### src/lrc_pkg.sv
// ----------------------------------------------------------------------------
// lrc_pkg
// shared types and constants of the lab to rgb pixel converter
// ----------------------------------------------------------------------------
package lrc_pkg;

  // pipeline depth, front to output register
  localparam int FRONT_STAGES = 2;
  localparam int INV_STAGES   = 3;
  localparam int MAT_STAGES   = 2;
  localparam int CHAN_STAGES  = 6;
  localparam int SQRT_STAGES  = 4;
  localparam int NUM_STAGES   = FRONT_STAGES + INV_STAGES + MAT_STAGES + CHAN_STAGES
                                + SQRT_STAGES;

  // lab coordinates and inverse function values in q20
  typedef logic signed [21:0] labq_t;
  typedef logic signed [23:0] fval_t;
  // matrix row sums, q20 scaled by 1e6
  typedef logic signed [45:0] acc_t;
  typedef logic signed [22:0] coef_t;

  typedef struct packed {
    logic zero;
    logic sat;
  } clamp_t;

  // xyz to rgb matrix, units of 1e-6
  localparam coef_t COEF [3][3] = '{
    '{ 23'sd3240449, -23'sd1537136, -23'sd498531},
    '{-23'sd969265,   23'sd1876011,  23'sd41556},
    '{ 23'sd55643,   -23'sd204026,   23'sd1057229}
  };

  // row sum at and above which the scaled channel reaches 1.0
  localparam acc_t SAT_ACC [3] = '{
    46'sd1263305500000, 46'sd994363500000, 46'sd952991500000
  };

  // scale * 64 = 15625 * A + B, so v = A * t + floor(B * t / 15625)
  localparam logic [12:0] SCL_A [3] = '{13'd3399, 13'd4319, 13'd4506};
  localparam logic [13:0] SCL_B [3] = '{14'd12289, 14'd4905, 14'd12950};

endpackage

### src/lrc_lab_inv.sv
// ----------------------------------------------------------------------------
// lrc_lab_inv
// lab inverse function of one coordinate: cube or linear segment
// ----------------------------------------------------------------------------
module lrc_lab_inv import lrc_pkg::*; (
  input  logic       clk_i,
  input  logic [2:0] en_i,
  input  labq_t      t_i,
  output fval_t      f_o
);

  // stage 1: square, linear dividend
  logic               big_d, big_q3, big_q4;
  logic [20:0]        tu_d, tu_q3;
  logic [41:0]        sqp_d, sqp_q3;
  logic signed [35:0] ys;
  logic [31:0]        y_d, y_q3, y_q4;

  always_comb begin
    big_d = (t_i >= 22'sd216947);
    tu_d  = t_i[20:0];
    sqp_d = 42'(tu_d) * 42'(tu_d);
    // 108 * (29 t - 4) plus rounding, offset positive
    ys    = 36'(t_i) * 36'sd3132 + 36'sd1648822604;
    y_d   = ys[31:0];
  end

  always_ff @(posedge clk_i) begin
    if (en_i[0]) begin
      big_q3 <= big_d;
      tu_q3  <= tu_d;
      sqp_q3 <= sqp_d;
      y_q3   <= y_d;
    end
  end

  // stage 2: cube product, reciprocal of 24389
  logic [42:0] sqr;
  logic [21:0] sq;
  logic [42:0] cp_d, cp_q4;
  logic [49:0] lp;
  logic [16:0] qf0_d, qf0_q4;

  always_comb begin
    sqr   = 43'(sqp_q3) + 43'd524288;
    sq    = sqr[41:20];
    cp_d  = 43'(sq) * 43'(tu_q3);
    lp    = 50'(y_q3) * 50'd176103;
    qf0_d = lp[48:32];
  end

  always_ff @(posedge clk_i) begin
    if (en_i[1]) begin
      big_q4 <= big_q3;
      cp_q4  <= cp_d;
      y_q4   <= y_q3;
      qf0_q4 <= qf0_d;
    end
  end

  // stage 3: rounding, quotient correction, select
  logic [43:0]        cr;
  logic [22:0]        fc;
  logic signed [33:0] rl;
  logic [16:0]        qf;
  fval_t              fl, f_d;

  always_comb begin
    cr  = 44'(cp_q4) + 44'd524288;
    fc  = cr[42:20];
    rl  = $signed(34'(y_q4)) - $signed(34'(qf0_q4) * 34'd24389);
    qf  = qf0_q4 - 17'(rl[33]);
    fl  = $signed(24'(qf)) - 24'sd86178;
    f_d = big_q4 ? $signed(24'(fc)) : fl;
  end

  always_ff @(posedge clk_i) begin
    if (en_i[2]) begin
      f_o <= f_d;
    end
  end

endmodule

### config.mk
export PLATFORM = sky130hd
export DESIGN_NAME = lrc_lab_inv
export DESIGN_NICKNAME = d
export VERILOG_FILES = /design/src/lrc_pkg.sv /design/src/lrc_lab_inv.sv
export SDC_FILE = /design/constraint.sdc
export NUM_CORES = 2
export LEC_CHECK = 0
export ABC_AREA = 1
export BUFFER_PORTS_ARGS = -buffer_cell sky130_fd_sc_hd__buf_2
export CAP_MARGIN = 5
export CORE_MARGIN = 2
export CORE_UTILIZATION = 63
export CTS_BUF_LIST = sky130_fd_sc_hd__clkbuf_4
export DETAILED_ROUTE_END_ITERATION = 10
export GPL_TIMING_DRIVEN = 0
export HOLD_SLACK_MARGIN = 0.1
export PLACE_DENSITY = 0.89
export SYNTH_ARGS = -nofsm -noshare
export SYNTH_HDL_FRONTEND = slang
export SYNTH_SLANG_ARGS = --single-unit
### constraint.sdc
create_clock -name clk_i -period 8.25 [get_ports clk_i]
set_input_delay 0.4125 -clock clk_i [delete_from_list [all_inputs] [get_ports clk_i]]
set_output_delay 0.4125 -clock clk_i [all_outputs]
set_load 0.005 [all_outputs]
## Yosys cells after proc, flatten, opt, wreduce, memory -nomap -nowiden

Index checks and enable logic that the tools add are counted.

- Output and inout bits: 24
- Word-level logic and storage cells: 23
- Register bits: 213

- Multipliers: 5
- Mux-type cells: 1
- $lt $le $gt $ge: 1
- Add/sub/neg operators: 6

Operator list:

| operator | count |
|---|---|
| $mul A32 B18 Y49 const B | 1 |
| $add A43 B20 Y43 const B | 1 |
| $mul A22 B21 Y43 | 1 |
| $add A42 B20 Y42 const B | 1 |
| $mul A21 B21 Y42 | 1 |
| $sub A32 B32 Y33 | 1 |
| $add A32 B32 Y32 const B | 1 |
| $mul A17 B15 Y32 const B | 1 |
| $mul A22 B11 Y30 const B | 1 |
| $mux W23 | 1 |
| $ge A22 B19 Y1 const B | 1 |
| $sub A17 B17 Y18 const B | 1 |
| $sub A17 B1 Y17 | 1 |

## Depth between registers and ports, before layout

- Word-level depth: 5
- Mapped depth: 40

## Least setup slack after synthesis

No wires, ideal clock.

- Kind: reg2reg
- Start point: register sqp_q3[19]
- End point: register cp_q4[39] (data pin)
- Period minus slack after synthesis: 6.878 ns
- Required time: 7.988 ns
- Path slack: 1.372 ns
- Buffers on the path: 1
- Stages on the path, launching flop included: 37
- Arrival: 6.616 ns
- Cell sequence: edfxtp_1 -> ha_1 -> nand2_1 -> nor2_1 -> nand2_1 -> nor2_1 -> inv_1 -> nor2_1 -> inv_1 -> nand2_1 -> nand2_1 -> inv_1 -> buf_2 -> nand2_1 -> fa_1 -> inv_1 -> fa_1 -> inv_1 -> fa_1 -> inv_1 -> fa_1 -> inv_1 -> fa_1 -> inv_1 -> fa_1 -> fa_1 -> ha_1 -> nand2_1 -> nor2_1 -> inv_1 -> nor2_1 -> and3_1 -> nand2_1 -> nand2_1 -> nand2_1 -> o21ai_1 -> xor2_1

- Cells in the longest elaborated chain, start to end: 2

Ends and longest elaborated chain:

| element | line | text |
|---|---|---|
| start: declaration | lrc_lab_inv.sv:15 | `logic [41:0] sqp_d, sqp_q3;` |
| start signal: assignment | lrc_lab_inv.sv:32 | `sqp_q3 <= sqp_d;` |
| $add A42 B20 Y42 | lrc_lab_inv.sv:45 | `sqr = 43'(sqp_q3) + 43'd524288;` |
| $mul A22 B21 Y43 | lrc_lab_inv.sv:47 | `cp_d = 43'(sq) * 43'(tu_q3);` |
| named net cp_d[39] | lrc_lab_inv.sv:40 | `logic [42:0] cp_d, cp_q4;` |
| end signal: assignment | lrc_lab_inv.sv:55 | `cp_q4 <= cp_d;` |
| end: declaration | lrc_lab_inv.sv:40 |  |

The timed path passes the listed nets, and every way through them passes these cells.
A chain may end at the register's enable or synchronous reset.

## Worst setup path in the final report

- Start point: register sqp_q3[19]
- End point: register cp_q4[28] (data pin)

Same word-level chain as after synthesis.

==> flow_summary.json <==
{
  "grt_max_degree": 76,
  "routed_wl_um": 152000,
  "fin_crit_sh": 0.968,
  "final-hold-violation-count": 0,
  "antenna_found_initial": 8,
  "path_max_fanout": 10,
  "cts-htree-levels": 4,
  "synth-main-ff-cell": "edfxtp_1",
  "cts_made_buffers": 17,
  "fin_util": 0.665,
  "portBuffers": 49,
  "cts.clk_slew.worst_paths_ns": 0.17,
  "num_vias": 43200,
  "fin_area_um2": 57900,
  "ant_nets": 0,
  "hold_class": "input port to flip-flop",
  "crit_slowest_cell": "fa_1",
  "cts_buffer_depth": 2,
  "synth_most_common_cell": "inv_1",
  "status": "finished clean",
  "critical_path_arrival_ns": 8.50,
  "dp_hpwl_um": 132000,
  "rows": 108,
  "critical_path_class": "flip-flop to flip-flop",
  "grt_pass1_vias": 46400,
  "final.min_clock_period_ns": 7.98,
  "r2r_slack_ns": 0.27,
  "die_h_um": 301,
  "slew_viol_final": 0,
  "syn_area_um2": 55400,
  "drive_gt1_frac": 0.0314,
  "ys_top_cells_by_area": "fa_1 41%, ha_1 16%, inv_1 13%, edfxtp_1 9.3%, nand2_1 7.9%",
  "grtUsageTotal": 0.352,
  "syn-num-nets": 8303,
  "avgSynthCellArea_um2": 8.60,
  "relSlewSlack": 0.357,
  "drt-initial-drc-count": 3727,
  "core_area_um2": 87000,
  "worst_slack_ns": 0.266,
  "cts_tree": "done",
  "ys_warn_count": 0,
  "wl_per_cell_um": 19.7,
  "cts-root-buf": "clkbuf_4",
  "dieArea_um2": 90400,
  "die_x_um": 301,
  "async_flop_share": 0,
  "initial_core_util": 0.637,
  "skew_ns": 0.0483,
  "cp-start-kind": "flip-flop",
  "syn_to_final_growth_pct": 4.46,
  "finalSetupViolations": 0,
  "yosys_register_bits": 171,
  "rsz0062_at_grt": "no",
  "synth.distinct_cells": 53,
  "seq_area_frac_synth": 0.0926,
  "synth_commonest_cells": "1919 x inv_1, 1168 x nand2_1, 1133 x fa_1",
  "crit_family": "adder cells",
  "max_stage_delay_ns": 0.54,
  "path_buf_inv": 6,
  "clk_latency_ns": 0.76,
  "drcViolationCount": 0,
  "clock-sinks": 171,
  "synth-edff-count": 171,
  "yosysTopAreaCell": "fa_1",
  "maxCapViolCount": 0,
  "syn-instance-count": 6445,
  "synth_top_area_frac": 0.409,
  "dpl-instance-area_um2": 57100,
  "worst_slew_pin_slew_ns": 0.964,
  "firstDrtPassIters": 6,
  "setup.worst_path.end_class": "flip-flop",
  "grt_overflow": 0,
  "ioPinCount": 50,
  "viasPerCell": 5.59,
  "final_net_count": 8405,
  "pre_cts_slack_ns": -0.0552,
  "clock.fmax_ghz": 0.125,
  "required_ns": 8.76,
  "grt_pass1_wl_um": 244000,
  "gp_congestion": 1.04,
  "cp_common_cell": "fa_1"
}
==> worst paths after layout <==
check	from	endpoint	cells after the start
max reg2reg	sqp_q3[19]$_DFFE_PP_	cp_q4[28]$_DFFE_PP_	29
max	sqp_q3[19]$_DFFE_PP_	cp_q4[28]$_DFFE_PP_	29
min reg2reg	big_q3$_DFFE_PP_	big_q4$_DFFE_PP_	0
min	t_i[18]	tu_q3[18]$_DFFE_PP_	1
==> cell type report <==
class / count / area, µm²
timing repair buffer: 87 / 598
buffer: 103 / 417
inverter: 1929 / 7260
sequential: 171 / 5130
antenna: 6 / 15.0
clock buffer: 17 / 128
clock inverter: 15 / 210
multi-input combinational: 4238 / 42700
tap: 1155 / 1450
fill: 6860 / 29100
==> stage by stage <==
stage / hold slack (ns) / cells / setup TNS, ns
floorplan: 0.400 / 6445 / 0
CTS: 0.114 / 7703 / 0
global route: 0.149 / 7717 / 0
detailed placement: 0.612 / 7650 / -0.0649
global placement: 0.595 / 7649 / -0.0373
finish: 0.160 / 7721 / 0
==> flip-flops by register name (all words and copies together) (netlist names) <==
| name | count |
|---|---|
| big_q3 | 1 |
| big_q4 | 1 |
| cp_q4 | 24 |
| f_o | 24 |
| qf0_q4 | 17 |
| sqp_q3 | 23 |
| tu_q3 | 21 |
| y_q3 | 30 |
| y_q4 | 30 |
==> layout by cell type (no fill, tap or decap), types with 28 or more instances in the layout <==
cell type / n
inv_1: 1908
ha_1: 699
nor3_1: 28
nand3_1: 126
xor2_1: 80
buf_2: 57
nand4_1: 49
a21oi_1: 174
a31oi_1: 37
edfxtp_1: 171
o21ai_0: 97
xnor2_1: 50
nor2_1: 387
clkbuf_1: 73
fa_1: 1133
nand2_1: 1164
==> kinds of logic (layout without fill, tap and decap cells) <==
kind of cell | Yosys count | count (layout) | synth area share
DFF | 171 | 171 | 0.0926
xor gates and xnor gates | 137 | 137 | 0.0223
other | 0 | 6 | 0
buffers and inverters | 2036 | 2151 | 0.138
and+or+nand+nor | 1857 | 1857 | 0.137
AOI/OAI and AO/OA | 411 | 411 | 0.0426
adders and majority gates | 1832 | 1832 | 0.567
muxes | 1 | 1 | 0.000181
==> timing repair <==
action                     4_1_cts  5_1_grt
hold endpoints to repair        21        0
pin swaps                        0        1
gates resized for setup          4       34
setup buffers                    0       16
hold buffers                    21        0
setup endpoints to repair        2       39
==> per-layer routing <==
layer	wire (µm)	vias up	part of all wire	track usage
met1	56600	21200	0.37	0.437
met5	70	-	0.00046	0
met2	71700	2218	0.47	0.582
met4	7540	6	0.050	0.161
li1	-	19200	-	-
met3	15800	480	0.10	0.0872
Power is not shown: default switching activity piles up to over one toggle a cycle in this logic, so the estimate is an artifact.
