===== src/lrc_pkg.sv =====
// ----------------------------------------------------------------------------
// lrc_pkg
// shared types and constants of the lab to rgb pixel converter
// ----------------------------------------------------------------------------
package lrc_pkg;

  // pipeline depth, front to output register
  localparam int FRONT_STAGES = 2;
  localparam int INV_STAGES   = 3;
  localparam int MAT_STAGES   = 2;
  localparam int CHAN_STAGES  = 6;
  localparam int SQRT_STAGES  = 4;
  localparam int NUM_STAGES   = FRONT_STAGES + INV_STAGES + MAT_STAGES + CHAN_STAGES
                                + SQRT_STAGES;

  // lab coordinates and inverse function values in q20
  typedef logic signed [21:0] labq_t;
  typedef logic signed [23:0] fval_t;
  // matrix row sums, q20 scaled by 1e6
  typedef logic signed [45:0] acc_t;
  typedef logic signed [22:0] coef_t;

  typedef struct packed {
    logic zero;
    logic sat;
  } clamp_t;

  // xyz to rgb matrix, units of 1e-6
  localparam coef_t COEF [3][3] = '{
    '{ 23'sd3240449, -23'sd1537136, -23'sd498531},
    '{-23'sd969265,   23'sd1876011,  23'sd41556},
    '{ 23'sd55643,   -23'sd204026,   23'sd1057229}
  };

  // row sum at and above which the scaled channel reaches 1.0
  localparam acc_t SAT_ACC [3] = '{
    46'sd1263305500000, 46'sd994363500000, 46'sd952991500000
  };

  // scale * 64 = 15625 * A + B, so v = A * t + floor(B * t / 15625)
  localparam logic [12:0] SCL_A [3] = '{13'd3399, 13'd4319, 13'd4506};
  localparam logic [13:0] SCL_B [3] = '{14'd12289, 14'd4905, 14'd12950};

endpackage


===== src/lrc_front.sv =====
// ----------------------------------------------------------------------------
// lrc_front
// forms m, l and n in q20 from the fixed-point lab input
// ----------------------------------------------------------------------------
module lrc_front import lrc_pkg::*; (
  input  logic               clk_i,
  input  logic [1:0]         en_i,
  input  logic [14:0]        l_star_i,
  input  logic signed [15:0] a_star_i,
  input  logic signed [15:0] b_star_i,
  output labq_t              m_o,
  output labq_t              l_o,
  output labq_t              n_o
);

  // stage 1: reciprocal estimates of the three small quotients
  logic [14:0]        u_d, u_q;
  logic [14:0]        lc;
  logic [18:0]        ym_d, ym_q;
  logic [38:0]        pm;
  logic [13:0]        qm0_d, qm0_q;
  logic signed [22:0] ya_s;
  logic [20:0]        ya_d, ya_q;
  logic [42:0]        pa;
  logic [13:0]        qa0_d, qa0_q;
  logic signed [21:0] yb_s;
  logic [19:0]        yb_d, yb_q;
  logic [41:0]        pb;
  logic [14:0]        qb0_d, qb0_q;
  logic signed [15:0] a_q, b_q;

  always_comb begin
    lc    = (l_star_i > 15'd25600) ? 15'd25600 : l_star_i;
    u_d   = lc + 15'd4096;
    ym_d  = 19'(u_d) * 19'd9 + 19'd14;
    pm    = 39'(ym_d) * 39'd578525;
    qm0_d = pm[37:24];
    // offset keeps the dividend positive
    ya_s  = 23'(a_star_i) * 23'sd24 + 23'sd786437;
    ya_d  = ya_s[20:0];
    pa    = 43'(ya_d) * 43'd2147484;
    qa0_d = pa[41:28];
    yb_s  = 22'(b_star_i) * 22'sd12 + 22'sd393237;
    yb_d  = yb_s[19:0];
    pb    = 42'(yb_d) * 42'd2684355;
    qb0_d = pb[40:26];
  end

  always_ff @(posedge clk_i) begin
    if (en_i[0]) begin
      u_q   <= u_d;
      ym_q  <= ym_d;
      qm0_q <= qm0_d;
      ya_q  <= ya_d;
      qa0_q <= qa0_d;
      yb_q  <= yb_d;
      qb0_q <= qb0_d;
      a_q   <= a_star_i;
      b_q   <= b_star_i;
    end
  end

  // stage 2: quotient correction and sums
  logic signed [20:0] rm;
  logic [13:0]        qm;
  logic [20:0]        m;
  logic signed [21:0] ra;
  logic [13:0]        qa;
  logic signed [20:0] rb;
  logic [14:0]        qb;
  logic signed [22:0] l_s;
  logic signed [23:0] n_s;
  labq_t              m_d, l_d, n_d;

  always_comb begin
    rm  = $signed(21'(ym_q)) - $signed(21'(qm0_q) * 21'd29);
    qm  = qm0_q - 14'(rm[20]);
    m   = 21'(u_q) * 21'd35 + 21'(qm);
    ra  = $signed(22'(ya_q)) - $signed(22'(qa0_q) * 22'd125);
    qa  = qa0_q - 14'(ra[21]);
    rb  = $signed(21'(yb_q)) - $signed(21'(qb0_q) * 21'd25);
    qb  = qb0_q - 15'(rb[20]);
    l_s = $signed(23'(m)) + (23'(a_q) <<< 3) + $signed(23'(qa)) - 23'sd6291;
    n_s = $signed(24'(m)) - 24'(b_q) * 24'sd20 - $signed(24'(qb)) + 24'sd15729;
    m_d = $signed(22'(m));
    l_d = l_s[21:0];
    n_d = n_s[21:0];
  end

  always_ff @(posedge clk_i) begin
    if (en_i[1]) begin
      m_o <= m_d;
      l_o <= l_d;
      n_o <= n_d;
    end
  end

endmodule


===== config.mk =====
export PLATFORM = sky130hd
export DESIGN_NAME = lrc_front
export DESIGN_NICKNAME = d
export VERILOG_FILES = /design/src/lrc_pkg.sv /design/src/lrc_front.sv
export SDC_FILE = /design/constraint.sdc
export NUM_CORES = 2
export LEC_CHECK = 0
export ABC_CLOCK_PERIOD_IN_PS = 17100
export BUFFER_PORTS_ARGS = -buffer_cell sky130_fd_sc_hd__buf_2
export CAP_MARGIN = 20
export CORE_MARGIN = 8
export CORE_UTILIZATION = 45
export DETAILED_ROUTE_END_ITERATION = 10
export PLACE_DENSITY = 0.66
export SYNTH_ARGS = -nofsm -noshare
export SYNTH_HDL_FRONTEND = slang
export SYNTH_SLANG_ARGS = --single-unit

===== constraint.sdc =====
create_clock -name clk_i -period 17.1 [get_ports clk_i]
set_input_delay 3.42 -clock clk_i [delete_from_list [all_inputs] [get_ports clk_i]]
set_output_delay 3.42 -clock clk_i [all_outputs]
set_load 0.05 [all_outputs]

* After elaboration in Yosys (flattened, before gate mapping)
Cells that the tools add are included.
** Operators by class
- Multipliers :: 11
- $add $sub $neg :: 17
- $lt $le $gt $ge :: 1
- Mux-type cells :: 1
** Operators by type and width (number)
- multiplier 20 x 22 -> 41 bit, second input constant :: 1
- multiplier 21 x 20 -> 40 bit, second input constant :: 1
- multiplier 19 x 20 -> 38 bit, second input constant :: 1
- multiplier 16 x 3 -> 18 bit, second input constant :: 2
- subtractor 14 x 1 -> 14 bit :: 2
- adder 22 x 15 -> 22 bit :: 1
- adder 22 x 15 -> 22 bit, second input constant :: 1
- adder 22 x 19 -> 22 bit :: 1
- subtractor 21 x 21 -> 22 bit :: 1
- subtractor 22 x 14 -> 22 bit, second input constant :: 1
- subtractor 22 x 16 -> 22 bit :: 1
- subtractor 22 bit :: 1
- adder 21 x 14 -> 21 bit :: 1
- adder 21 bit, second input constant :: 1
- multiplier 14 x 7 -> 21 bit, second input constant :: 1
- multiplier 15 x 6 -> 21 bit, second input constant :: 1
- subtractor 20 x 20 -> 21 bit :: 1
- adder 20 bit, second input constant :: 1
- multiplier 15 x 5 -> 20 bit, second input constant :: 1
- multiplier 16 x 4 -> 20 bit, second input constant :: 1
- subtractor 19 x 19 -> 20 bit :: 1
- adder 19 x 4 -> 19 bit, second input constant :: 1
- multiplier 14 x 5 -> 19 bit, second input constant :: 1
- multiplier 15 x 4 -> 19 bit, second input constant :: 1
- 4 further kinds :: 4
** Word-level totals
- Logic and storage cells :: 42
- Bits in registers :: 215

* Logic depth before layout (Yosys ltp)
- Depth after elaboration :: 7
- Gate-level depth with buffers :: 49

* Least setup slack after synthesis
No wires, ideal clock.
- Kind :: input to register
- From :: in l_star_i[14]
- To :: reg qm0_q[10], data pin
- Library setup time :: 0.258 ns
- Slack :: 4.103 ns
- Arrival :: 12.739 ns
- Path buffers :: 0
- Required time :: 16.842 ns
- Cell stages on the path :: 35
- Cell sequence :: nand2_2 -> o21ai_0 -> inv_1 -> fa_1 -> ha_1 -> a21o_1 -> a31oi_1 -> o21bai_1 -> a21oi_1 -> o21bai_1 -> a41o_1 -> o211ai_1 -> o21bai_1 -> a21o_1 -> xnor2_1 -> fa_1 -> fa_1 -> fa_1 -> inv_1 -> fa_1 -> fa_1 -> inv_1 -> fa_1 -> ha_1 -> a21o_1 -> a21o_1 -> a21oi_1 -> o21ai_0 -> a21oi_1 -> a21boi_1 -> a221o_1 -> and2_4 -> or3_1 -> a21oi_1 -> xnor2_1
** Between the ends
- Word-level cells in the longest chain between the ends :: 6
** Ends and longest elaborated chain
- start: declaration :: line lrc_front.sv:8 : input logic [14:0] l_star_i,
- greater-than comparator 15 bit :: line lrc_front.sv:33 : lc = (l_star_i > 15'd25600) ? 15'd25600 : l_star_i;
- two-way mux 15 bit :: line lrc_front.sv:33
- named net lc[0] :: line lrc_front.sv:18 : logic [14:0] lc;
- adder 15 x 13 -> 15 bit :: line lrc_front.sv:34 : u_d = lc + 15'd4096;
- multiplier 15 x 4 -> 19 bit :: line lrc_front.sv:35 : ym_d = 19'(u_d) * 19'd9 + 19'd14;
- adder 19 x 4 -> 19 bit :: line lrc_front.sv:35
- multiplier 19 x 20 -> 38 bit :: line lrc_front.sv:36 : pm = 39'(ym_d) * 39'd578525;
- named net pm[34] :: line lrc_front.sv:20 : logic [38:0] pm;
- end signal: assignment :: line lrc_front.sv:53 : qm0_q <= qm0_d;
- end: declaration :: line lrc_front.sv:21 : logic [13:0] qm0_d, qm0_q;
The timed path passes the listed nets, and every way through them passes these cells.
A chain may end at the register's enable or synchronous reset.

* Worst setup path after layout
- From :: in l_star_i[2]
- To :: reg qm0_q[10], data pin
** Between the ends
- Word-level cells in the longest chain between the ends :: 6
** Ends and longest elaborated chain
- greater-than comparator 15 bit :: line lrc_front.sv:33
- two-way mux 15 bit :: line lrc_front.sv:33
- named net lc[1] :: line lrc_front.sv:18
- adder 15 x 13 -> 15 bit :: line lrc_front.sv:34
- multiplier 15 x 4 -> 19 bit :: line lrc_front.sv:35
- adder 19 x 4 -> 19 bit :: line lrc_front.sv:35
- named net ym_d[17] :: line lrc_front.sv:19 : logic [18:0] ym_d, ym_q;
- multiplier 19 x 20 -> 38 bit :: line lrc_front.sv:36
- named net pm[34] :: line lrc_front.sv:20
The timed path passes the listed nets, and every way through them passes these cells.

==> metrics <==
ANT nets after route=0; H-tree depth=1; Post-Layout Inst Area=43500 sq um; pin count of the biggest net entering global routing=84; clk slew on worst S/H paths=0.06 ns; Die ar.=99600 sq um; Mapped Cells=3935; Data required, critical path=17.42 ns; global-route wire length before repair=146 mm; most instantiated cells after synthesis=inv_1, ha_1, fa_1; fmax=74.9 MHz; startpoint types=primary input; layout cell share with drive strength beyond 1=5.49%; final hold vios=0; Synth Area in XOR/XNOR=4.55%; Crit path buffers/inverters=4; top-level I/O count=116; DP HPWL=79.1 mm; die width=316 um; IO Port Bufs=114; GPL Wtd Cong=0.920; post-synthesis mux area share=0.0527%; most used cell, CP=fa_1; Die Ht=316 um; cell family with the largest share of critical-path delay=compound AO/OA/AOI/OAI gates; leading area contributor after synthesis=ha_1; relative slew slack=22.0%; Post-Synth Adder-Cell Area=57.5%; Synth top area share=30.8%; Final setup viols=0; r2r endpoint=n_o[21]; CTS resizes=0; Setup TNS Final=0 ns; Async S/R FF share, synth=0%; sequential share of the synthesized area=15.5%; clock buffer count from CTS=26; worst-margin pin slew=1.17 ns; Final Max Tran Viols=0; Core Footprint=89500 sq um; Arr. time, crit path=13.66 ns; Worst setup EP type=register; minimum clock period=13.35 ns; post-synthesis average cell area=10.3 sq um; Final Cycle Share=78.0%; row count=110; Layout Skew=0.0178 ns; Starting Density=45.1%; Synth Area in Compound Gates=6.44%; Nets=5679; Yosys reg bits=208; clock tree root driver cell=clkbuf_16; Post-DP Area=42600 sq um; via count=26.3k; number of global-route vias before repair=27.3k; Critical R2R Launch=qm0_q[7]; setup bufs post-CTS=0; Hold Path Stages=1; largest family of logic cells by synthesized area=adder cells; initial drt markers=1319; max incr delay on CP=0.55 ns; synthesized cell area=40400 sq um; crit path kind=in2reg; DRT Pass-1 Iters=5; status=completed; min-delay src=u_q[14]; commonest register cell after synthesis=edfxtp_1; RSZ-0062 raised after global routing=false; synthesized net count=5517; drt drc=0; EDFF count, synth=208; later-pin clock latency in the skew report=0.58 ns; WL/cell=17.0 um; Yosys Warn Count=0; deepest clock path buffer count=3; GR Util All Layers=18.5%; hold worst-path end=m_o[19]; area added between synthesis and finish=7.74%; CTS tree=done; reg2reg path depth=40; Yosys cell types=78; global route total overflow=0; synth top area cells=ha_1, fa_1, edfxtp_1; Critical-path top delay cell=fa_1; initial antenna violation count=8; Vias/cell=4.97; Synth Area in Simple Gates=5.43%; CTS Sinks=208; final wirelength=90.3 mm; max-cap viol count=0; cts hold-fix bufs=0; most frequent cell after synthesis=inv_1; Crit Path Max Fanout=7; worst min-delay path class=reg2reg; R2R Setup Slk=6.89 ns
==> cell usage in the layout, fill, tap and decap left out, drive strengths merged, types with 10 or more instances in the layout <==
cell type  netlist  layout
inv           1134    1136
nor2b           38      38
nand4           14      14
o21ai           86      86
a21o            49      49
a211oi          14      14
fa             537     537
and2            12      12
and3            16      16
nor2           118     118
o211ai          11      11
or2             20      20
a21boi          11      11
nor3            40      40
nand2b          20      20
o21a            27      27
clkbuf           3      26
a21oi          113     113
or3             10      10
o21bai          11      11
edfxtp         208     208
clkinv           0      13
nand2          104     104
xor2            59      59
ha             995     995
nand3           40      40
xnor2          150     150
buf              2     139
==> flip-flops by register name, indices dropped and copies added, names as in the netlist <==
| register | cells |
|---|---|
| ym_q | 18 |
| n_o | 22 |
| b_q | 16 |
| a_q | 16 |
| qb0_q | 15 |
| m_o | 21 |
| u_q | 15 |
| qm0_q | 14 |
| l_o | 22 |
| ya_q | 17 |
| yb_q | 18 |
| qa0_q | 14 |
==> metal layers <==
metal,GRT usage (%),share of wire [%]
met1,26.8,48
met2,28.2,42
met3,4.54,8.2
met4,3.64,2.1
met5,0,0.052
==> logic make-up after synthesis <==
group | Yosys count
AO/OA/AOI/OAI | 394
XOR/XNOR | 209
adder cells (fa/ha/maj) | 1532
buffers and inverters | 1139
flip-flops | 208
multiplexers | 2
other | 1
AND/OR/NAND/NOR | 450
==> cell type report <==
type	count	area [sq um]
fill	8232	46000
tap	1176	1470
clock inverter	22	239
antenna	3	7.51
clock buffer	26	651
timing repair buffer	139	767
inverter	1134	4260
sequential	208	6250
multi-input combinational	2588	29900
==> worst max path at each step <==
stage	from	end	slack, ns	cells past startpoint
finish	l_star_i[2]	qm0_q[10]	3.75	38
global route	l_star_i[2]	qm0_q[10]	3.04	38
CTS	l_star_i[2]	qm0_q[10]	3.72	38
detailed placement	l_star_i[2]	qm0_q[10]	3.15	38
global placement	l_star_i[3]	qm0_q[10]	3.32	38
floorplan	l_star_i[14]	qm0_q[10]	4.10	35
==> worst reg2reg max path, delay by kind of cell (launching register included) <==
kind	cells	cell delay, ns
compound gates	16	3.09
xor+xnor	4	1.11
fa+ha+maj	11	4.23
buf+inv	5	0.48
flops	1	0.46
simple gates	4	0.62
==> stage by stage <==
| stage | std cells | utilization (%) | setup WS (ns) | hold WS (ns) |
|---|---|---|---|---|
| detailed placement | 5244 | 47.6 | 3.15 | 0.880 |
| finish | 5296 | 48.6 | 3.75 | 0.902 |
| global placement | 5244 | 47.6 | 3.32 | 0.867 |
| CTS | 5292 | 48.6 | 3.72 | 0.859 |
| floorplan | 3935 | - | 4.10 | 0.651 |
| global route | 5293 | 48.6 | 3.04 | 0.895 |
Power is not shown: default switching activity piles up to over one toggle a cycle in this logic, so the estimate is an artifact.
