$ cat src/lrc_pkg.sv
// ----------------------------------------------------------------------------
// lrc_pkg
// shared types and constants of the lab to rgb pixel converter
// ----------------------------------------------------------------------------
package lrc_pkg;

  // pipeline depth, front to output register
  localparam int FRONT_STAGES = 2;
  localparam int INV_STAGES   = 3;
  localparam int MAT_STAGES   = 2;
  localparam int CHAN_STAGES  = 6;
  localparam int SQRT_STAGES  = 4;
  localparam int NUM_STAGES   = FRONT_STAGES + INV_STAGES + MAT_STAGES + CHAN_STAGES
                                + SQRT_STAGES;

  // lab coordinates and inverse function values in q20
  typedef logic signed [21:0] labq_t;
  typedef logic signed [23:0] fval_t;
  // matrix row sums, q20 scaled by 1e6
  typedef logic signed [45:0] acc_t;
  typedef logic signed [22:0] coef_t;

  typedef struct packed {
    logic zero;
    logic sat;
  } clamp_t;

  // xyz to rgb matrix, units of 1e-6
  localparam coef_t COEF [3][3] = '{
    '{ 23'sd3240449, -23'sd1537136, -23'sd498531},
    '{-23'sd969265,   23'sd1876011,  23'sd41556},
    '{ 23'sd55643,   -23'sd204026,   23'sd1057229}
  };

  // row sum at and above which the scaled channel reaches 1.0
  localparam acc_t SAT_ACC [3] = '{
    46'sd1263305500000, 46'sd994363500000, 46'sd952991500000
  };

  // scale * 64 = 15625 * A + B, so v = A * t + floor(B * t / 15625)
  localparam logic [12:0] SCL_A [3] = '{13'd3399, 13'd4319, 13'd4506};
  localparam logic [13:0] SCL_B [3] = '{14'd12289, 14'd4905, 14'd12950};

endpackage

$ cat src/lrc_isqrt.sv
// ----------------------------------------------------------------------------
// lrc_isqrt
// pipelined integer square root of a q32 value, four result bits per stage
// ----------------------------------------------------------------------------
module lrc_isqrt import lrc_pkg::*; (
  input  logic        clk_i,
  input  logic [3:0]  en_i,
  input  logic [31:0] v_i,
  input  clamp_t      clamp_i,
  output logic [15:0] root_o
);

  typedef struct packed {
    logic [16:0] rem;
    logic [15:0] root;
    logic [31:0] bits;
    clamp_t      cl;
  } sq_t;

  function automatic sq_t sq_step4(sq_t st);
    sq_t         r;
    logic [18:0] w;
    logic [18:0] tr;
    r = st;
    for (int k = 0; k < 4; k++) begin
      w      = {r.rem, r.bits[31:30]};
      r.bits = {r.bits[29:0], 2'b00};
      tr     = {1'b0, r.root, 2'b01};
      if (w >= tr) begin
        r.rem  = 17'(w - tr);
        r.root = {r.root[14:0], 1'b1};
      end else begin
        r.rem  = w[16:0];
        r.root = {r.root[14:0], 1'b0};
      end
    end
    return r;
  endfunction

  sq_t st_q [4];
  sq_t st_in;

  always_comb begin
    st_in.rem  = '0;
    st_in.root = '0;
    st_in.bits = v_i;
    st_in.cl   = clamp_i;
  end

  always_ff @(posedge clk_i) begin
    if (en_i[0]) st_q[0] <= sq_step4(st_in);
    if (en_i[1]) st_q[1] <= sq_step4(st_q[0]);
    if (en_i[2]) st_q[2] <= sq_step4(st_q[1]);
    if (en_i[3]) st_q[3] <= sq_step4(st_q[2]);
  end

  // clamped channels bypass the root
  always_comb begin
    if (st_q[3].cl.zero) begin
      root_o = 16'h0000;
    end else if (st_q[3].cl.sat) begin
      root_o = 16'hFFFF;
    end else begin
      root_o = st_q[3].root;
    end
  end

endmodule

$ cat config.mk
export PLATFORM = sky130hd
export DESIGN_NAME = lrc_isqrt
export DESIGN_NICKNAME = d
export VERILOG_FILES = /design/src/lrc_pkg.sv /design/src/lrc_isqrt.sv
export SDC_FILE = /design/constraint.sdc
export NUM_CORES = 1
export LEC_CHECK = 0
export ABC_AREA = 1
export BUFFER_PORTS_ARGS = -buffer_cell sky130_fd_sc_hd__buf_2
export CORE_UTILIZATION = 40
export CTS_BUF_LIST = sky130_fd_sc_hd__clkbuf_4 sky130_fd_sc_hd__clkbuf_8 sky130_fd_sc_hd__clkbuf_16
export CTS_CLUSTER_SIZE = 40
export DETAILED_ROUTE_END_ITERATION = 12
export GPL_ROUTABILITY_DRIVEN = 0
export GPL_TIMING_DRIVEN = 0
export SLEW_MARGIN = 20
export SYNTH_ARGS = -nofsm -noshare
export SYNTH_HDL_FRONTEND = slang
export SYNTH_SLANG_ARGS = --single-unit
$ cat constraint.sdc
create_clock -name clk_i -period 6.8 [get_ports clk_i]
set_clock_uncertainty 0.2 [all_clocks]
set_input_delay 1.36 -clock clk_i [delete_from_list [all_inputs] [get_ports clk_i]]
set_output_delay 1.36 -clock clk_i [all_outputs]
set_load 0.01 [all_outputs]
# Word-level counts from Yosys, hierarchy flattened
# Memory sizes are Yosys's and may differ from the RTL's.
# Cells that the tools add are included.
# Widths: inputs -> output; s select.
# totals
ff_bits	0
latchBits	0
mem_bits_rw	236
rom_bits	0
out_inout_bits	16
memories	1
# op_classes
n_addsub	16
mul	0
div_mod_pow	0
order_cmp	16
n_eq_ne	0
shifts	0
muxes	42
n_bitwise	0
reduce_logical	0
# mem_list
name	words	width	rd	rd_clocked_by_memory_dff	wr	line_no	text
st_q	4	59	4	0	4	lrc_isqrt.sv:40	sq_t st_q [4];
# op_table
op	n
$mux 33	32
$ge 19x18->1	15
$sub 17x17->17	15
$mux 16	2
$mux 1	8
$sub 2x1->3 const B	1
$ge 2x1->1 const B	1

# Longest topological paths before layout
# Gate-level depths: netlist of run 1.
# An unclocked memory read counts as a cell.
# depth
ltp_word	13
ltp_mapped	52

# Worst setup path before layout of run 1
# OpenSTA, ideal clock, no wires.
# synth_path
kind	reg-to-reg
from	mem st_q[1][30] (netlist bit)
to	mem st_q[2][52] (netlist bit), data pin
arrival_time_ns	6.791
required_ns	6.347
slack_ns	-0.444
path_stages_with_launch	45
period_less_slack_ns	7.244
cell_sequence	edfxtp_1 -> inv_1 -> ha_1 -> nand2_1 -> inv_1 -> nand2_1 -> nand2_1 -> nand2_1 -> nand3_1 -> nor2_1 -> clkbuf_1 -> nand2_1 -> o21ai_0 -> ha_1 -> a21oi_1 -> o21ai_0 -> a21oi_1 -> nand2_1 -> [9 not listed] -> nand2_1 -> nand2_1 -> nand2_1 -> nand3_2 -> buf_2 -> inv_1 -> buf_2 -> o21ai_0 -> ha_1 -> a21oi_1 -> o21ai_0 -> a21oi_1 -> nand2_1 -> a21oi_2 -> nand3_4 -> buf_4 -> nand3_1 -> nand2_1
# synth_rtl
element	line_no
from (decl)	lrc_isqrt.sv:40

==> key figures, run 1 <==
Synthesis
  – Post-Syn Area: 16200 um2
  – Biggest area consumer among synthesized cells: edfxtp_1
  – Synth top area cells: edfxtp_1 27%, nand2_1 15%, ha_1 12%
  – Sequential area share after synthesis: 27.3%
  – Dominant synthesized flop cell: edfxtp_1
  – Yosys warns: 0
  – Yosys top cell area share: 27.3%
  – Cell variety after synth: 52
  – Synthesis-stage register bit count: 147
  – Post-Syn Area per Cell: 6.82 um2
  – EDFF count, synth: 147
  – Post-synth ARST share: 0%
  – Cells after synthesis: 2368

Die
  – Core area: 39800 um2
  – Cell Rows: 73
  – Initial Util: 40.6%
  – Full die area: 41200 um2
  – DIE WIDTH: 203 um
  – Die H: 203 um
  – Ports: 55

Run status
  – Violated checks: setup timing
  – Outcome: finished with violations

STA
  – Slew headroom: 32.7%
  – Hold Worst Slack: 211 ps
  – Top achievable clock speed: 0.139 GHz
  – Unrepaired setup endpoints after global routing: yes
  – Period utilisation layout: 106%
  – Worst-Margin Slew: 1010 ps
  – Crit path setup slack, layout: -413 ps
  – Period minus WS final: 7210 ps
  – Final setup violation count: 18
  – Post-Route Setup TNS: -5280 ps
  – Fin. max-slew vios: 0
  – Final Hold Fails: 0

Placed design
  – I/O Buffers: 54
  – Post-DP HPWL: 37.1 mm
  – Setup WS pre-CTS: -2260 ps
  – Cells after DPL: 2948

Layout
  – Final Instance Count excl. Fillers: 3229
  – Diode count: 0
  – Max reg flops: 147
  – Commonest non-fill, non-tap cell in the layout: nand2_1
  – Area growth, synth to finish: 39.7%
  – Layout Nets: 2880
  – Largest registers: st_q x147
  – Register with the most flip-flops: st_q
  – Share of cells above drive strength 1: 32.8%
  – Most frequent cells in the layout: 543 x nand2_1, 262 x inv_1, 233 x buf_4

Worst setup path
  – Crit Path Class: reg2reg
  – Slowest stage cell on the critical path: edfxtp_1
  – Most used cell, CP: nand2_2
  – Reg2reg setup slack: -410 ps
  – Critical path required time: 6800 ps
  – RR Endpoint: st_q[2][52]
  – CP max stage delay: 490 ps
  – CP startpoint kind: register
  – Max FO, Critical Path: 6
  – RR Startpoint: st_q[1][46]
  – Critical path arrival: 7220 ps
  – Number of cells on the worst reg-to-reg path: 39
  – CP Capture Type: register

Worst hold path
  – Hold_sp: st_q[0][1]
  – Hold Crit Class: reg2reg
  – Hold EP: st_q[1][1]
  – WHS Path Cells: 0

GRT
  – GRT Overall Usage: 24.3%
  – GRT Residual Overflow: 0
  – Largest net degree at the start of global routing: 48
  – Global-route wire length before repair: 80.5 mm
  – Vias in the first global route: 15900
  – Initial antenna violation count: 0

Detailed routing
  – Routed Antenna Nets: 0
  – DR iter-0 viols: 1792
  – Drt total wl: 57.1 mm
  – Drt via density: 5.51
  – Via Count: 17800
  – Routed wire length per instance: 17.7 um
  – DRT Pass-1 Iters: 8
  – DR DRC count: 0

Clock network
  – Clock sinks: 147
  – H-Tree Depth: 4
  – Root Driver: clkbuf_16
  – Post-CTS Hold Buffers: 0
  – Clock tree buffer depth: 2
  – Clock Pin Slew Worst Setup and Hold Paths: 80 ps
  – Total CTS buffers: 17
  – Clock Latency Late Sink: 450 ps
  – CTS tree: done

Power and ir drop
  – Worst vdd ir: 0.238 mV
  – Leak: 10.3 nW
  – Pwr dens: 458 nW/um2

Flow run
  – Max cap viols: 0
## cells by family (layout without fill, tap and decap cells)
logic type      Yosys count  after routing  share of synthesized area, %
compound gates          337            337                          11.5
flops                   147            147                          27.3
xor+xnor                106            106                          5.75
fa+ha+maj               150            150                          11.6
simple gates           1273           1273                          35.1
buf+inv                 353            688                          8.67
mux                       1              1                        0.0620
other cells               1              2                        0.0232
## layout make-up
cell class / instances / area, um2
plain buffers: 24 / 350
clock buffers: 17 / 425
clock inverters: 15 / 204
fillers: 3521 / 17300
inverters: 326 / 1300
multi-input cells: 1869 / 12900
flip-flops and latches: 147 / 4410
well taps: 525 / 657
repair buffers: 306 / 2350
## per-layer routing
| metal | track usage [%] | vias to the layer above | wire length (um) |
|---|---|---|---|
| li1 | - | 8501 | - |
| met1 | 32.1 | 8249 | 23800 |
| met2 | 40.9 | 857 | 27200 |
| met3 | 2.66 | 169 | 3960 |
| met4 | 8.73 | 0 | 2190 |
| met5 | 0 | - | 0 |
## through the flow
step / power, mW / cell area [um2] / util [%]
after floorplan: 5.58 / 16200 / -
after global placement: 6.73 / 17100 / 43.0
after detailed placement: 6.80 / 17100 / 43.0
after CTS: 8.83 / 20200 / 50.7
after global routing: 11.0 / 22600 / 56.7
final: 10.3 / 22600 / 56.7
## worst max-delay path, delay by kind of cell, from the launching register on
family | cells | cell delay [ps]
buf+inv | 7 | 880
simple gates | 19 | 2280
compound gates | 9 | 1870
flops | 1 | 490
fa+ha+maj | 4 | 1180
## power by group
| group | switching (mW) | total, mW | internal [mW] | leakage, nW |
|---|---|---|---|---|
| clock | 0.498 | 1.00 | 0.504 | 0.301 |
| sequential | 0.131 | 1.38 | 1.25 | 1.41 |
| combinational | 4.68 | 7.95 | 3.27 | 8.61 |
| total | 5.31 | 10.3 | 5.02 | 10.3 |
## cells in the mapped netlist, types with 3 or more instances
cell type	count
o21ai_1	10
a21oi_1	121
a211oi_1	6
xor2_1	55
nor3_1	27
buf_2	4
nand3b_1	16
o21ai_2	8
inv_2	15
nor2_2	19
ha_1	150
edfxtp_1	147
o21bai_1	8
buf_6	9
nor2_1	241
nand4_1	36
o21ai_0	150
o21a_1	6
a31oi_1	6
nor2_4	9
nand3_1	188
or2_2	10
nand3_4	3
clkbuf_1	12
and2_1	3
nand2_4	4
nand2_2	31
nor4_1	5
nor3_2	4
nand2_1	653
a21o_1	6
inv_1	310
xnor2_1	51
nand3_2	21
## worst max-delay path by stage
stage | start | to | cells past startpoint
2_1_floorplan | st_q[1][32] | st_q[2][46] | 45
3_3_place_gp | st_q[2][26] | st_q[3][26] | 48
3_5_place_dp | st_q[2][30] | st_q[3][26] | 44
4_1_cts | st_q[2][26] | st_q[3][26] | 46
5_1_grt | st_q[1][32] | st_q[2][52] | 38
6_report | st_q[1][46] | st_q[2][52] | 39
## repair_timing
item / CTS / global route
setup endpoints to repair: 38 / 43
hold endpoints to repair: 0 / 0
pin swaps: 110 / 160
resized for setup: 332 / 354
setup buffers: 143 / 103
cloned: 5 / 4
Power figures use the tool's default switching activity.
==> inputs of run 2 (changes only) <==
--- a/config.mk
+++ b/config.mk
@@ -5,8 +5,8 @@
 export SDC_FILE = /design/constraint.sdc
 export NUM_CORES = 1
 export LEC_CHECK = 0
-export ABC_AREA = 1
 export BUFFER_PORTS_ARGS = -buffer_cell sky130_fd_sc_hd__buf_2
+export CORE_MARGIN = 3
 export CORE_UTILIZATION = 40
 export CTS_BUF_LIST = sky130_fd_sc_hd__clkbuf_4 sky130_fd_sc_hd__clkbuf_8 sky130_fd_sc_hd__clkbuf_16
 export CTS_CLUSTER_SIZE = 40
==> run 2 against run 1 <==
Effect of this change: the flow still finishes with violations (setup timing); utilization grew 0.58 points; critical path depth grew 10; worst setup slack got worse by 1500 ps; wire length down 11%; clock power is 4% lower; area after synthesis fell by 5.0%; non-clock buffer count is 40 higher; combinational power grew 1%; maximum frequency is 17% lower; highest routed layer unchanged; sequential share of layout area rose by 0.86 points; via count fell by 12%.
==> key figures, run 2 <==
Run status
  – Outcome: finished with violations
  – Violated checks: setup timing

Synthesis
  – Post-Syn Area: 15300 um2 (-5.0%)
  – Dominant synthesized flop cell: edfxtp_1
  – Cell variety after synth: 102 (+96%)
  – Cells after synthesis: 1799 (-24%)
  – Post-synth ARST share: 0% (unchanged)
  – Yosys top cell area share: 28.8% (+1.4 points)
  – Count leader, synth: nor2_1
  – Synth top area cells: edfxtp_1 29%, ha_1 12%, xnor2_1 5.3%
  – Synth cell count leaders: 171 x nor2_1, 159 x a21oi_1, 158 x nand2_1, 150 x ha_1, 147 x edfxtp_1
  – Post-Syn Area per Cell: 8.53 um2 (+25%)
  – Yosys warns: 0 (unchanged)
  – Synthesis-stage register bit count: 147 (unchanged)
  – EDFF count, synth: 147 (unchanged)
  – Biggest area consumer among synthesized cells: edfxtp_1
  – Sequential area share after synthesis: 28.8% (+1.4 points)

STA
  – Slew headroom: 29.5% (-3.1 points)
  – Final setup violation count: 37 (+19)
  – Final Hold Fails: 0 (unchanged)
  – Unrepaired setup endpoints after global routing: yes
  – Hold Worst Slack: 218 ps (+6.24 ps)
  – Period utilisation layout: 128% (+22 points)
  – Fin. max-slew vios: 0 (unchanged)
  – Worst-Margin Slew: 1050 ps (+43.8 ps)
  – Top achievable clock speed: 0.115 GHz (-17%)
  – Crit path setup slack, layout: -1930 ps (-1510 ps)
  – Period minus WS final: 8730 ps (+1510 ps)

Placed design
  – Setup WS pre-CTS: -3720 ps (-1460 ps)
  – Post-DP HPWL: 34.4 mm (-7.3%)
  – I/O Buffers: 53 (-1.9%)

Layout
  – FILL cells: 3145 (-11%)
  – Commonest non-fill, non-tap cell in the layout: buf_4
  – Layout Nets: 2331 (-19%)
  – Multi-input gate area: 12600 um2 (-2.1%)
  – Max reg flops: 147 (unchanged)
  – Sequential standard cell area: 4410 um2 (unchanged)
  – Largest registers: st_q x147
  – Most frequent cells in the layout: 260 x buf_4, 147 x edfxtp_1, 137 x nor2_1
  – Register with the most flip-flops: st_q
  – Diode count: 0 (unchanged)
  – Area growth, synth to finish: 40.8%
  – Share of cells above drive strength 1: 36.2% (+3.4 points)

Clock network
  – Post-CTS Hold Buffers: 0 (unchanged)
  – Clock tree buffer depth: 2 (unchanged)
  – Clock Pin Slew Worst Setup and Hold Paths: 80 ps (about the same)
  – Clock Latency Late Sink: 460 ps (about the same)
  – Root Driver: clkbuf_16
  – Clock sinks: 147 (unchanged)
  – CTS tree: done
  – H-Tree Depth: 4 (unchanged)
  – Total CTS buffers: 17 (unchanged)

Worst setup path
  – Crit Path Class: reg2reg
  – CP max stage delay: 460 ps (-30 ps)
  – Critical path required time: 6800 ps (about the same)
  – CP startpoint kind: register
  – Slowest stage cell on the critical path: or3_4
  – Max FO, Critical Path: 7 (+1)
  – Critical path arrival: 8730 ps (+1510 ps)
  – CP Capture Type: register

Power and ir drop
  – Leak: 8.73 nW (-15%)
  – Pwr dens: 483 nW/um2 (+5.5%)
  – Worst vdd ir: 0.335 mV (+41%)

Die
  – Ports: 55 (unchanged)
  – Full die area: 40800 um2 (-1.1%)
  – Core area: 37800 um2 (-5.2%)
  – Die H: 202 um (-0.54%)
  – DIE WIDTH: 202 um (-0.54%)
  – Cell Rows: 71 (-2.7%)
  – Initial Util: 40.6% (+0.081 points)

Detailed routing
  – DR DRC count: 0 (unchanged)
  – DR iter-0 viols: 1185 (-34%)
  – Routed wire length per instance: 19.1 um (+8.2%)
  – Drt total wl: 51.0 mm (-11%)
  – DRT Pass-1 Iters: 5 (-3)
  – Drt via density: 5.88 (+6.8%)
  – Routed Antenna Nets: 0 (unchanged)
  – Via Count: 15700 (-12%)

GRT
  – Initial antenna violation count: 0 (unchanged)
  – GRT Overall Usage: 23.2% (-1.1 points)
  – Global-route wire length before repair: 77.0 mm (-4.4%)
  – GRT Residual Overflow: 0 (unchanged)
  – Vias in the first global route: 14900 (-6.0%)
  – Largest net degree at the start of global routing: 48 (unchanged)

Flow run
  – Max cap viols: 0 (unchanged)

Worst hold path
  – Hold Crit Class: reg2reg
==> run 2: changes by cell type in the layout (fill, tap and decap cells not counted), moves of 27 or more <==
cell / delta
nand3_2: -28
nand2_1: -420
a21oi_1: +31
nand2_2: -74
a21o_1: +47
nand3_1: -143
xnor2_1: +40
o21ai_2: -31
buf_4: +27
inv_2: -28
nand2_4: -36
inv_1: -193
nor2_1: -77
==> run 2: timing repair <==
action	4_1_cts	5_1_grt
gates cloned	5	0
setup buffers	208	72
resized for setup	303	151
pin swaps	162	122
setup endpoints to repair	40	57
==> run 2: path summary, 6_finish.rpt <==
kind | to | slack, ps | depth (start not counted) | start
worst max-delay path | st_q[2][49] | -1930 | 49 | st_q[1][26]
worst min-delay path | st_q[2][19] | 220 | 0 | st_q[1][11]
worst max register to register | st_q[2][49] | -1930 | 49 | st_q[1][26]
worst min register to register | st_q[2][19] | 220 | 0 | st_q[1][11]
==> run 2: final cells by class <==
class	instances	area share, %
clock buffer	17	1.97
buffer	38	2.04
clock inverter	15	0.758
sequential	147	20.4
multi-input combinational	1503	58.3
timing repair buffer	332	11.6
inverter	103	2.00
tap	511	2.96
==> run 2: logic make-up after synthesis <==
group	count (synthesis)	share of synthesized area [%]
other cells	1	0.0244
simple gates	633	20.9
compound gates	537	23.4
buf+inv	151	3.85
mux	35	2.63
xor+xnor	145	8.27
flops	147	28.8
fa+ha+maj	150	12.2
==> run 2: worst max-delay path, delay by kind of cell, from the launching register on <==
kind	cells	cell delay [ps]
muxes	2	540
buffers and inverters	9	1210
DFF	1	400
adders and majority gates	4	1010
AOI/OAI and AO/OA	9	1380
and+or+nand+nor	25	3690
==> run 2: report_power, final <==
part | switching [mW] | leakage (nW) | internal [mW]
clock network | 0.464 | 0.286 | 0.492
registers | 0.170 | 1.41 | 1.27
logic | 4.28 | 7.04 | 3.76
==> run 2: through the flow <==
| stage | setup TNS, ps | std cells | util [%] | cell area (um2) | total power, mW |
|---|---|---|---|---|---|
| final | -53840 | 2666 | 57.2 | 21600 | 10.4 |
| after floorplan | -49960 | 1800 | - | 15900 | 6.17 |
| after detailed placement | -116480 | 2364 | 44.5 | 16800 | 7.48 |
| after global placement | -114830 | 2364 | 44.5 | 16800 | 7.36 |
| after CTS | -52760 | 2599 | 54.1 | 20400 | 9.65 |
| after global routing | -63670 | 2666 | 57.2 | 21600 | 11.2 |
==> run 2: routing by layer <==
layer	share of wire, %	up-vias	track usage [%]	wire (um)
met2	49	598	40.5	24900
met3	5.7	139	3.69	2900
met5	0	-	0	0
met4	3.5	0	8.20	1790
li1	-	7423	-	-
met1	42	7520	29.0	21400
